`config.mk`:
```
export PLATFORM = sky130hd
export DESIGN_NAME = restoring_divider_64_by_8
export DESIGN_NICKNAME = d
export VERILOG_FILES = /design/src/rtl/rdiv_pkg.sv /design/src/rtl/rdiv_stage.sv /design/src/rtl/rdiv_skid.sv /design/src/rtl/restoring_divider_64_by_8.sv
export SDC_FILE = /design/constraint.sdc
export NUM_CORES = 2
export LEC_CHECK = 0
export ABC_AREA = 1
export BUFFER_PORTS_ARGS = -buffer_cell sky130_fd_sc_hd__buf_2
export CORE_ASPECT_RATIO = 1.25
export CORE_UTILIZATION = 32
export CTS_CLUSTER_DIAMETER = 40
export DETAILED_ROUTE_END_ITERATION = 7
export SLEW_MARGIN = 20
export SYNTH_ARGS = -nofsm -noshare
export SYNTH_HDL_FRONTEND = slang
export SYNTH_HIERARCHICAL = 1
export SYNTH_SLANG_ARGS = --single-unit
export TNS_END_PERCENT = 20
```
`constraint.sdc`:
```
create_clock -name clk -period 9.8 [get_ports clk]
set_clock_uncertainty 0.05 [all_clocks]
set_input_delay 2.94 -clock clk [delete_from_list [all_inputs] [get_ports clk]]
set_output_delay 2.94 -clock clk [all_outputs]
set_load 0.1 [all_outputs]
```
`src/rtl/rdiv_pkg.sv`:
```
// ----------------------------------------------------------------------------
// rdiv_pkg: shared constants of the restoring divider
// Sets how many long-division steps each pipeline stage retires.
// ----------------------------------------------------------------------------
package rdiv_pkg;

  // Quotient bits resolved per register stage (dependent trial subtracts).
  localparam int unsigned STEPS_PER_STAGE = 4;

endpackage : rdiv_pkg

```
`src/rtl/rdiv_stage.sv`:
```
// ----------------------------------------------------------------------------
// rdiv_stage: one pipeline stage of the restoring divider
// Runs STEPS_PER_STAGE shift / trial-subtract steps and registers the result.
// ----------------------------------------------------------------------------
module rdiv_stage
  import rdiv_pkg::*;
#(
  parameter int unsigned WORD_WIDTH    = 64,
  parameter int unsigned DIVISOR_WIDTH = 8
) (
  input  logic                     clk,
  input  logic                     rst_n,
  input  logic                     in_valid,
  output logic                     in_ready,
  input  logic [DIVISOR_WIDTH-1:0] in_rem,
  input  logic [WORD_WIDTH-1:0]    in_word,
  input  logic [DIVISOR_WIDTH-1:0] in_divisor,
  input  logic                     in_dbz,
  output logic                     out_valid,
  input  logic                     out_ready,
  output logic [DIVISOR_WIDTH-1:0] out_rem,
  output logic [WORD_WIDTH-1:0]    out_word,
  output logic [DIVISOR_WIDTH-1:0] out_divisor,
  output logic                     out_dbz
);

  logic                     valid_r;
  logic                     valid_nxt;
  logic [DIVISOR_WIDTH-1:0] rem_r;
  logic [DIVISOR_WIDTH-1:0] rem_nxt;
  logic [WORD_WIDTH-1:0]    word_r;
  logic [WORD_WIDTH-1:0]    word_nxt;
  logic [DIVISOR_WIDTH-1:0] divisor_r;
  logic                     dbz_r;

  // Take a new transaction when empty or when the held one moves on.
  assign in_ready  = !valid_r || out_ready;
  assign valid_nxt = in_ready ? in_valid : valid_r;

  // Word holds unconsumed dividend bits on top, quotient bits shift in below.
  always_comb begin
    logic [DIVISOR_WIDTH-1:0] rem_v;
    logic [WORD_WIDTH-1:0]    word_v;
    logic [DIVISOR_WIDTH:0]   trial_v;
    rem_v   = in_rem;
    word_v  = in_word;
    trial_v = '0;
    for (int s = 0; s < STEPS_PER_STAGE; s++) begin
      trial_v = {rem_v, word_v[WORD_WIDTH-1]};
      if (trial_v >= {1'b0, in_divisor}) begin
        trial_v = trial_v - {1'b0, in_divisor};
        word_v  = {word_v[WORD_WIDTH-2:0], 1'b1};
      end else begin
        word_v  = {word_v[WORD_WIDTH-2:0], 1'b0};
      end
      rem_v = trial_v[DIVISOR_WIDTH-1:0];
    end
    rem_nxt  = rem_v;
    word_nxt = word_v;
  end

  always_ff @(posedge clk) begin
    if (!rst_n) begin
      valid_r <= 1'b0;
    end else begin
      valid_r <= valid_nxt;
    end
  end

  always_ff @(posedge clk) begin
    if (in_ready && in_valid) begin
      rem_r     <= rem_nxt;
      word_r    <= word_nxt;
      divisor_r <= in_divisor;
      dbz_r     <= in_dbz;
    end
  end

  assign out_valid   = valid_r;
  assign out_rem     = rem_r;
  assign out_word    = word_r;
  assign out_divisor = divisor_r;
  assign out_dbz     = dbz_r;

endmodule : rdiv_stage

```
`src/rtl/rdiv_skid.sv`:
```
// ----------------------------------------------------------------------------
// rdiv_skid: two-entry output buffer
// Registers the result and breaks the ready path to the pipeline.
// ----------------------------------------------------------------------------
module rdiv_skid #(
  parameter int unsigned DATA_WIDTH = 65
) (
  input  logic                  clk,
  input  logic                  rst_n,
  input  logic                  in_valid,
  output logic                  in_ready,
  input  logic [DATA_WIDTH-1:0] in_data,
  output logic                  out_valid,
  input  logic                  out_ready,
  output logic [DATA_WIDTH-1:0] out_data
);

  logic                  main_valid_r;
  logic                  main_valid_nxt;
  logic                  skid_valid_r;
  logic                  skid_valid_nxt;
  logic [DATA_WIDTH-1:0] main_r;
  logic [DATA_WIDTH-1:0] main_nxt;
  logic [DATA_WIDTH-1:0] skid_r;
  logic [DATA_WIDTH-1:0] skid_nxt;
  logic                  pop;
  logic                  push;

  assign in_ready  = !skid_valid_r;
  assign out_valid = main_valid_r;
  assign out_data  = main_r;
  assign pop       = main_valid_r && out_ready;
  assign push      = in_valid && in_ready;

  always_comb begin
    main_valid_nxt = main_valid_r;
    skid_valid_nxt = skid_valid_r;
    main_nxt       = main_r;
    skid_nxt       = skid_r;
    if (pop) begin
      if (skid_valid_r) begin
        main_nxt       = skid_r;
        skid_valid_nxt = 1'b0;
      end else begin
        main_valid_nxt = 1'b0;
      end
    end
    if (push) begin
      if (!main_valid_nxt) begin
        main_nxt       = in_data;
        main_valid_nxt = 1'b1;
      end else begin
        skid_nxt       = in_data;
        skid_valid_nxt = 1'b1;
      end
    end
  end

  always_ff @(posedge clk) begin
    if (!rst_n) begin
      main_valid_r <= 1'b0;
      skid_valid_r <= 1'b0;
    end else begin
      main_valid_r <= main_valid_nxt;
      skid_valid_r <= skid_valid_nxt;
    end
  end

  always_ff @(posedge clk) begin
    main_r <= main_nxt;
    skid_r <= skid_nxt;
  end

endmodule : rdiv_skid

```
`src/rtl/restoring_divider_64_by_8.sv`:
```
// Path: a transaction passes through the chain of stage registers, each retiring 4
//   steps, then through the main register of the output buffer.
// Throughput: one transaction per cycle; a stall on the result side backs up
//   the stage chain without losing or repeating anything.
// Reset: synchronous, active low; clears all valid bits, payload is not reset.
// ----------------------------------------------------------------------------
// restoring_divider_64_by_8: pipelined restoring long division
// Unsigned dividend over unsigned divisor, full-width quotient plus a
// divide-by-zero flag. Remainder is dropped.
// ----------------------------------------------------------------------------
module restoring_divider_64_by_8
  import rdiv_pkg::*;
#(
  parameter int unsigned DIVIDEND_WIDTH = 64,
  parameter int unsigned DIVISOR_WIDTH  = 8
) (
  input  logic                      clk,
  input  logic                      rst_n,
  input  logic                      in_valid,
  output logic                      in_ready,
  input  logic [DIVIDEND_WIDTH-1:0] in_dividend,
  input  logic [DIVISOR_WIDTH-1:0]  in_divisor,
  output logic                      out_valid,
  input  logic                      out_ready,
  output logic [DIVIDEND_WIDTH-1:0] out_quotient,
  output logic                      out_divide_by_zero
);

  // Stage count and the padded word that the stages shift through.
  localparam int unsigned NUM_STAGES =
    (DIVIDEND_WIDTH + STEPS_PER_STAGE - 1) / STEPS_PER_STAGE;
  localparam int unsigned WORD_WIDTH = NUM_STAGES * STEPS_PER_STAGE;
  localparam int unsigned RES_WIDTH  = DIVIDEND_WIDTH + 1;

  // Chain signals: index k is the input side of stage k, NUM_STAGES the tail.
  logic                     valid_w   [0:NUM_STAGES];
  logic                     ready_w   [0:NUM_STAGES];
  logic [DIVISOR_WIDTH-1:0] rem_w     [0:NUM_STAGES-1];
  logic [WORD_WIDTH-1:0]    word_w    [0:NUM_STAGES];
  logic [DIVISOR_WIDTH-1:0] divisor_w [0:NUM_STAGES];
  logic                     dbz_w     [0:NUM_STAGES];

  logic [RES_WIDTH-1:0]     res_in;
  logic [RES_WIDTH-1:0]     res_out;

  // Head of the chain: zero remainder, dividend zero-extended on top so the
  // padding bits only feed quotient bits that get dropped at the tail.
  assign valid_w[0]   = in_valid;
  assign in_ready     = ready_w[0];
  assign rem_w[0]     = '0;
  assign word_w[0]    = WORD_WIDTH'(in_dividend);
  assign divisor_w[0] = in_divisor;
  // A zero divisor passes every trial compare, so the quotient comes out
  // all ones on its own; only the flag needs to be carried along.
  assign dbz_w[0]     = (in_divisor == '0);

  for (genvar k = 0; k < NUM_STAGES; k++) begin : g_stage
    if (k == NUM_STAGES - 1) begin : g_last
      // Final remainder is not reported; leave it open.
      rdiv_stage #(
        .WORD_WIDTH   (WORD_WIDTH),
        .DIVISOR_WIDTH(DIVISOR_WIDTH)
      ) u_stage (
        .clk        (clk),
        .rst_n      (rst_n),
        .in_valid   (valid_w[k]),
        .in_ready   (ready_w[k]),
        .in_rem     (rem_w[k]),
        .in_word    (word_w[k]),
        .in_divisor (divisor_w[k]),
        .in_dbz     (dbz_w[k]),
        .out_valid  (valid_w[k+1]),
        .out_ready  (ready_w[k+1]),
        .out_rem    (),
        .out_word   (word_w[k+1]),
        .out_divisor(divisor_w[k+1]),
        .out_dbz    (dbz_w[k+1])
      );
    end else begin : g_mid
      rdiv_stage #(
        .WORD_WIDTH   (WORD_WIDTH),
        .DIVISOR_WIDTH(DIVISOR_WIDTH)
      ) u_stage (
        .clk        (clk),
        .rst_n      (rst_n),
        .in_valid   (valid_w[k]),
        .in_ready   (ready_w[k]),
        .in_rem     (rem_w[k]),
        .in_word    (word_w[k]),
        .in_divisor (divisor_w[k]),
        .in_dbz     (dbz_w[k]),
        .out_valid  (valid_w[k+1]),
        .out_ready  (ready_w[k+1]),
        .out_rem    (rem_w[k+1]),
        .out_word   (word_w[k+1]),
        .out_divisor(divisor_w[k+1]),
        .out_dbz    (dbz_w[k+1])
      );
    end
  end

  // Tail: keep the low DIVIDEND_WIDTH quotient bits plus the flag. The
  // divisor copy at the tail also gates the flag with a zero check.
  assign res_in = {dbz_w[NUM_STAGES] & (divisor_w[NUM_STAGES] == '0),
                   word_w[NUM_STAGES][DIVIDEND_WIDTH-1:0]};

  // Output buffer: ready toward the stages comes from a register.
  rdiv_skid #(
    .DATA_WIDTH(RES_WIDTH)
  ) u_skid (
    .clk      (clk),
    .rst_n    (rst_n),
    .in_valid (valid_w[NUM_STAGES]),
    .in_ready (ready_w[NUM_STAGES]),
    .in_data  (res_in),
    .out_valid(out_valid),
    .out_ready(out_ready),
    .out_data (res_out)
  );

  assign out_quotient       = res_out[DIVIDEND_WIDTH-1:0];
  assign out_divide_by_zero = res_out[DIVIDEND_WIDTH];

endmodule : restoring_divider_64_by_8

```
Word-level counts from Yosys, hierarchy flattened
Index checks and enable logic that the tools add are counted.
Cells by class
  order comparisons: 64
  reductions and logical operators: 54
  mux-type cells: 137
  add/subtract/negate cells: 63
  bitwise logic cells: 1
Operators by type and width (count)
  greater-or-equal comparator 9 x 8 -> 1 bit: 63
  2-to-1 mux 8 bit: 63
  subtractor 8 bit: 62
  2-to-1 mux 65 bit: 4
  2-to-1 mux 1 bit: 70
  logical AND 1 bit: 18
  logical NOT 1 bit: 17
  logical NOT 8 bit: 2
  logical OR 1 bit: 16
  greater-or-equal comparator 1 x 8 -> 1 bit: 1
  subtractor 1 x 8 -> 8 bit: 1
  AND reduction 2 bit: 1
  bitwise AND 1 bit: 1
Word-level totals
  bits of input ports: 76
  output and inout port bits: 67
  register bits after elaboration: 1436

Logic depth before layout (Yosys ltp)
  depth in word-level cells: 18
  mapped depth: 48

Hierarchy
Netlist, hierarchy kept.
By module, submodules not included
  rdiv_stage (g_stage[13].g_mid.u_stage ...): area an instance 4464.3 um^2, cells each 424, seq. area each 2452.4 um^2, instances 9
  rdiv_stage (g_stage[0].g_mid.u_stage ...): area an instance 4440.5 um^2, cells each 417, seq. area each 2452.4 um^2, instances 5
  rdiv_skid: area an instance 5647.9 um^2, cells each 650, seq. area each 3293.2 um^2, instances 1
  rdiv_stage (g_stage[8].g_mid.u_stage): area an instance 4488.1 um^2, cells each 415, seq. area each 2452.4 um^2, instances 1
  rdiv_stage (g_stage[12].g_mid.u_stage): area an instance 4469.3 um^2, cells each 426, seq. area each 2452.4 um^2, instances 1
  restoring_divider_64_by_8: area an instance 57.6 um^2, cells each 15, seq. area each 0.0 um^2, instances 1

Least setup slack after synthesis
OpenSTA, ideal clock, no wires.
  path kind: input-to-reg
  start: input in_divisor[4]
  end: register g_stage[0].g_mid.u_stage.rem_r[1] (data pin)
  path buffers: 3
  library setup time: 0.253 ns
  stages on the path: 40
  data arrival time: 7.992 ns
  setup slack: 1.505 ns
  data required time: 9.497 ns
  path through: inv_1 -> ha_1 -> nand2_1 -> inv_2 -> nand3_1 -> nand3_2 -> nand2_2 -> nand2_4 -> buf_6 -> nand2_1 -> nand2_1 -> ha_1 -> a21oi_1 -> o21ai_2 -> nand2_1 -> nand3_2 -> a21oi_4 -> nand2_4 -> (+4 left out) -> inv_1 -> o311ai_1 -> nand2_1 -> nand4_2 -> buf_6 -> nand2_1 -> o21ai_1 -> ha_1 -> nand3_1 -> nand2_1 -> nand4_1 -> o211ai_1 -> nand2_1 -> nand3_1 -> a21oi_1 -> nand2_2 -> nand2_1 -> nand2_1
Between the ends
  word-level cells in the longest chain between the ends: 8
RTL lines
  start, declared: line restoring_divider_64_by_8.sv:22  | input logic [DIVISOR_WIDTH-1:0] in_divisor,
  subtractor 1 x 8 -> 8 bit or greater-or-equal comparator 1 x 8 -> 1 bit (tied branches): line rdiv_stage.sv:51, rdiv_stage.sv:50
  2-to-1 mux 8 bit: line rdiv_stage.sv:50  | if (trial_v >= {1'b0, in_divisor}) begin
  subtractor 8 bit or greater-or-equal comparator 9 x 8 -> 1 bit (tied branches): line rdiv_stage.sv:51, rdiv_stage.sv:50
  2-to-1 mux 8 bit: line rdiv_stage.sv:50
  greater-or-equal comparator 9 x 8 -> 1 bit or subtractor 8 bit (tied branches): line rdiv_stage.sv:50, rdiv_stage.sv:51
  2-to-1 mux 8 bit: line rdiv_stage.sv:50
  subtractor 8 bit or greater-or-equal comparator 9 x 8 -> 1 bit (tied branches): line rdiv_stage.sv:51, rdiv_stage.sv:50
  2-to-1 mux 8 bit (*): line rdiv_stage.sv:50
  named net g_stage[0].g_mid.u_stage.rem_nxt[1]: line rdiv_stage.sv:30  | logic [DIVISOR_WIDTH-1:0] rem_nxt;
  end signal, assigned: line rdiv_stage.sv:72  | rem_r <= rem_nxt;
  end, declared: line rdiv_stage.sv:29  | logic [DIVISOR_WIDTH-1:0] rem_r;
Mark *: on every way through the listed nets, which the timed path passes. The rest lies on a longest branch.
A chain may end at the register's enable or synchronous reset.

Worst setup path in the final report
Ends and elaborated chain as after synthesis.

==> flow_metrics.py <==
metrics = {
    "synth": {
        "synth.avg_cell_area_um2": 10.4,
        "netlist_area_um2": 76600,
        "synth_cells": 7353,
        "yosys_warnings": 6,
    },
    "critical_path": {
        "crit_arrival_ps": 8990,
        "slowest_delay_ps": 370,
        "startpoint_type": "input pin",
        "crit_type": "in -> reg",
        "crit_slowest_cell": "ha_1",
        "cp.required_ps": 10310,
        "cp-end-kind": "flop",
        "crit_path_max_fanout": 14,
        "cp_common_cell": "nand2_1",
    },
    "floorplan": {
        "core_um2": 238000,
        "start_util_pct": 32.2,
        "ioPinCount": 143,
        "num_rows": 200,
        "dieArea_um2": 241000,
        "die_w_um": 440,
        "fp.dieH_um": 549,
    },
    "power_and_ir_drop": {
        "pwr-share-seq_pct": 25.6,
        "p_int_uw": 17300,
        "p_comb_share_pct": 50.6,
        "pwr_density_cell_nw_per_um2": 344,
        "pwr-share-clk_pct": 23.8,
        "swShare_pct": 42.7,
        "vdd_drop_max_mv": 0.589,
        "p_sw_uw": 12900,
        "p_leak_uw": 0.0377,
    },
    "place": {
        "dp_slack_ps": 360,
        "portBuffers": 142,
        "hpwl_mm": 121,
        "dp_cells": 10581,
        "gp_congestion": 0.886,
        "dpl-instance-area_um2": 80900,
    },
    "timing": {
        "rsz0062_at_grt": "no",
        "tightestPinTransition_ps": 1050,
        "finalCritPeriodShare_pct": 86.5,
        "slew_headroom_pct": 29.6,
        "hold_viol": 0,
        "finalWorstSetupSlack_ps": 1330,
        "setup_tns_ps": 0,
        "final-setup-viol-count": 0,
        "fmax_ghz": 0.118,
        "drv_slew": 0,
        "layout_min_cycle_time_ps": 8470,
    },
    "layout": {
        "mostFrequentLayoutCell": "nand2_1",
        "syn_to_final_growth_pct": 14.7,
        "final_cell_mix": "1804 x nand2_1, 1353 x edfxtp_1, 1063 x inv_1",
        "drive_gt1_share_pct": 13.7,
        "nNetsFinal": 8301,
        "final_cell_area_um2": 87800,
        "stdcell_count": 10957,
    },
    "clock_tree": {
        "cts.path.max_buffers": 3,
        "clock_latency_ps": 840,
        "cts_max_level": 4,
        "hold_buffers": 0,
        "cts_made_buffers": 198,
        "cts_sinks": 1436,
        "postCtsSetupRepairBufs": 0,
        "cts_resized": 0,
        "clk_pin_slew_worst_paths_ps": 60,
        "cts_root_buf": "clkbuf_16",
        "tritoncts": "built",
    },
    "global_route": {
        "antenna_found_initial": 4,
        "grt_overflow": 0,
        "grt_max_degree": 74,
        "gr-usage-all-layers_pct": 13.2,
        "grt_pass1_wl_mm": 258,
        "grt_pass1_vias": 49330,
    },
    "job": {
        "drv_cap": 0,
    },
    "drt": {
        "viasPerCell": 4.56,
        "first_pass_iters": 6,
        "antenna_left": 0,
        "remaining_drc_errors": 0,
        "vias": 49958,
        "drt_iter0_drc": 2725,
        "wl_per_cell_um": 14.8,
        "routed_wl_mm": 162,
    },
    "status": {
        "status": "completed",
    },
    "hold_path": {
        "hold_path.class": "reg -> reg",
    },
}
through the flow:
stage                     hold slack, ps  util (%)  power (uW)
after global routing                 347      37.0       32800
after floorplan                      350         -       20400
after detailed placement             355      34.0       23100
after global placement               351      34.0       22900
final                                338      37.0       30200
after CTS                            337      37.0       30500
flip-flops by register name, indices dropped and copies added (netlist names), 8 cells and up:
name	count
g_stage.g_mid.u_stage/out_dbz	15
g_stage.g_mid.u_stage/out_rem	120
g_stage.g_mid.u_stage/out_valid	15
u_skid/skid_r	65
g_stage.g_mid.u_stage/out_divisor	120
g_stage.g_mid.u_stage/out_word	960
g_stage.g_last.u_stage/out_word	64
g_stage.g_last.u_stage/out_divisor	8
u_skid/out_data	65
worst max-delay path: cells and delay by family:
kind                       cells  cell delay (ps)
buffers and inverters          6              450
and+or+nand+nor               21             2700
adders and majority gates      4             1410
AOI/OAI and AO/OA             10             1500
metal layers:
layer | part of all wire (%) | track usage [%]
met4 | 2.9 | 4.67
met5 | 0 | 0
met2 | 49 | 23.3
met1 | 44 | 16.3
met3 | 3.9 | 2.10
worst paths after layout:
kind	cells past startpoint	startpoint	slack, ps	endpoint
worst max register to register	40	g_stage[5].g_mid.u_stage/out_divisor[1]	2220	g_stage[6].g_mid.u_stage/out_rem[7]
worst min-delay path	0	g_stage[14].g_mid.u_stage/out_word[3]	340	g_stage[15].g_last.u_stage/out_word[7]
worst min register to register	0	g_stage[14].g_mid.u_stage/out_word[3]	340	g_stage[15].g_last.u_stage/out_word[7]
worst max-delay path	41	in_divisor[4]	1330	g_stage[0].g_mid.u_stage/out_rem[1]
cell type report:
cell class              count  area, um2
fillers                 23275     150000
flip-flops and latches   1436      42300
multi-input cells        4691      29400
clock buffers             210       5020
inverters                1144       4310
well taps                3131       3920
clock inverters           165       1900
repair buffers            179        988
diodes                      1       2.50
power by group through the flow:
stage | clock network (uW) | logic, uW | registers, uW
CTS | 7400 | 15300 | 7730
detailed placement | 0 | 15300 | 7860
finish | 7180 | 15300 | 7730
floorplan | 0 | 12200 | 8190
global placement | 0 | 15000 | 7860
global route | 7640 | 17400 | 7750
Power figures use the tool's default switching activity.
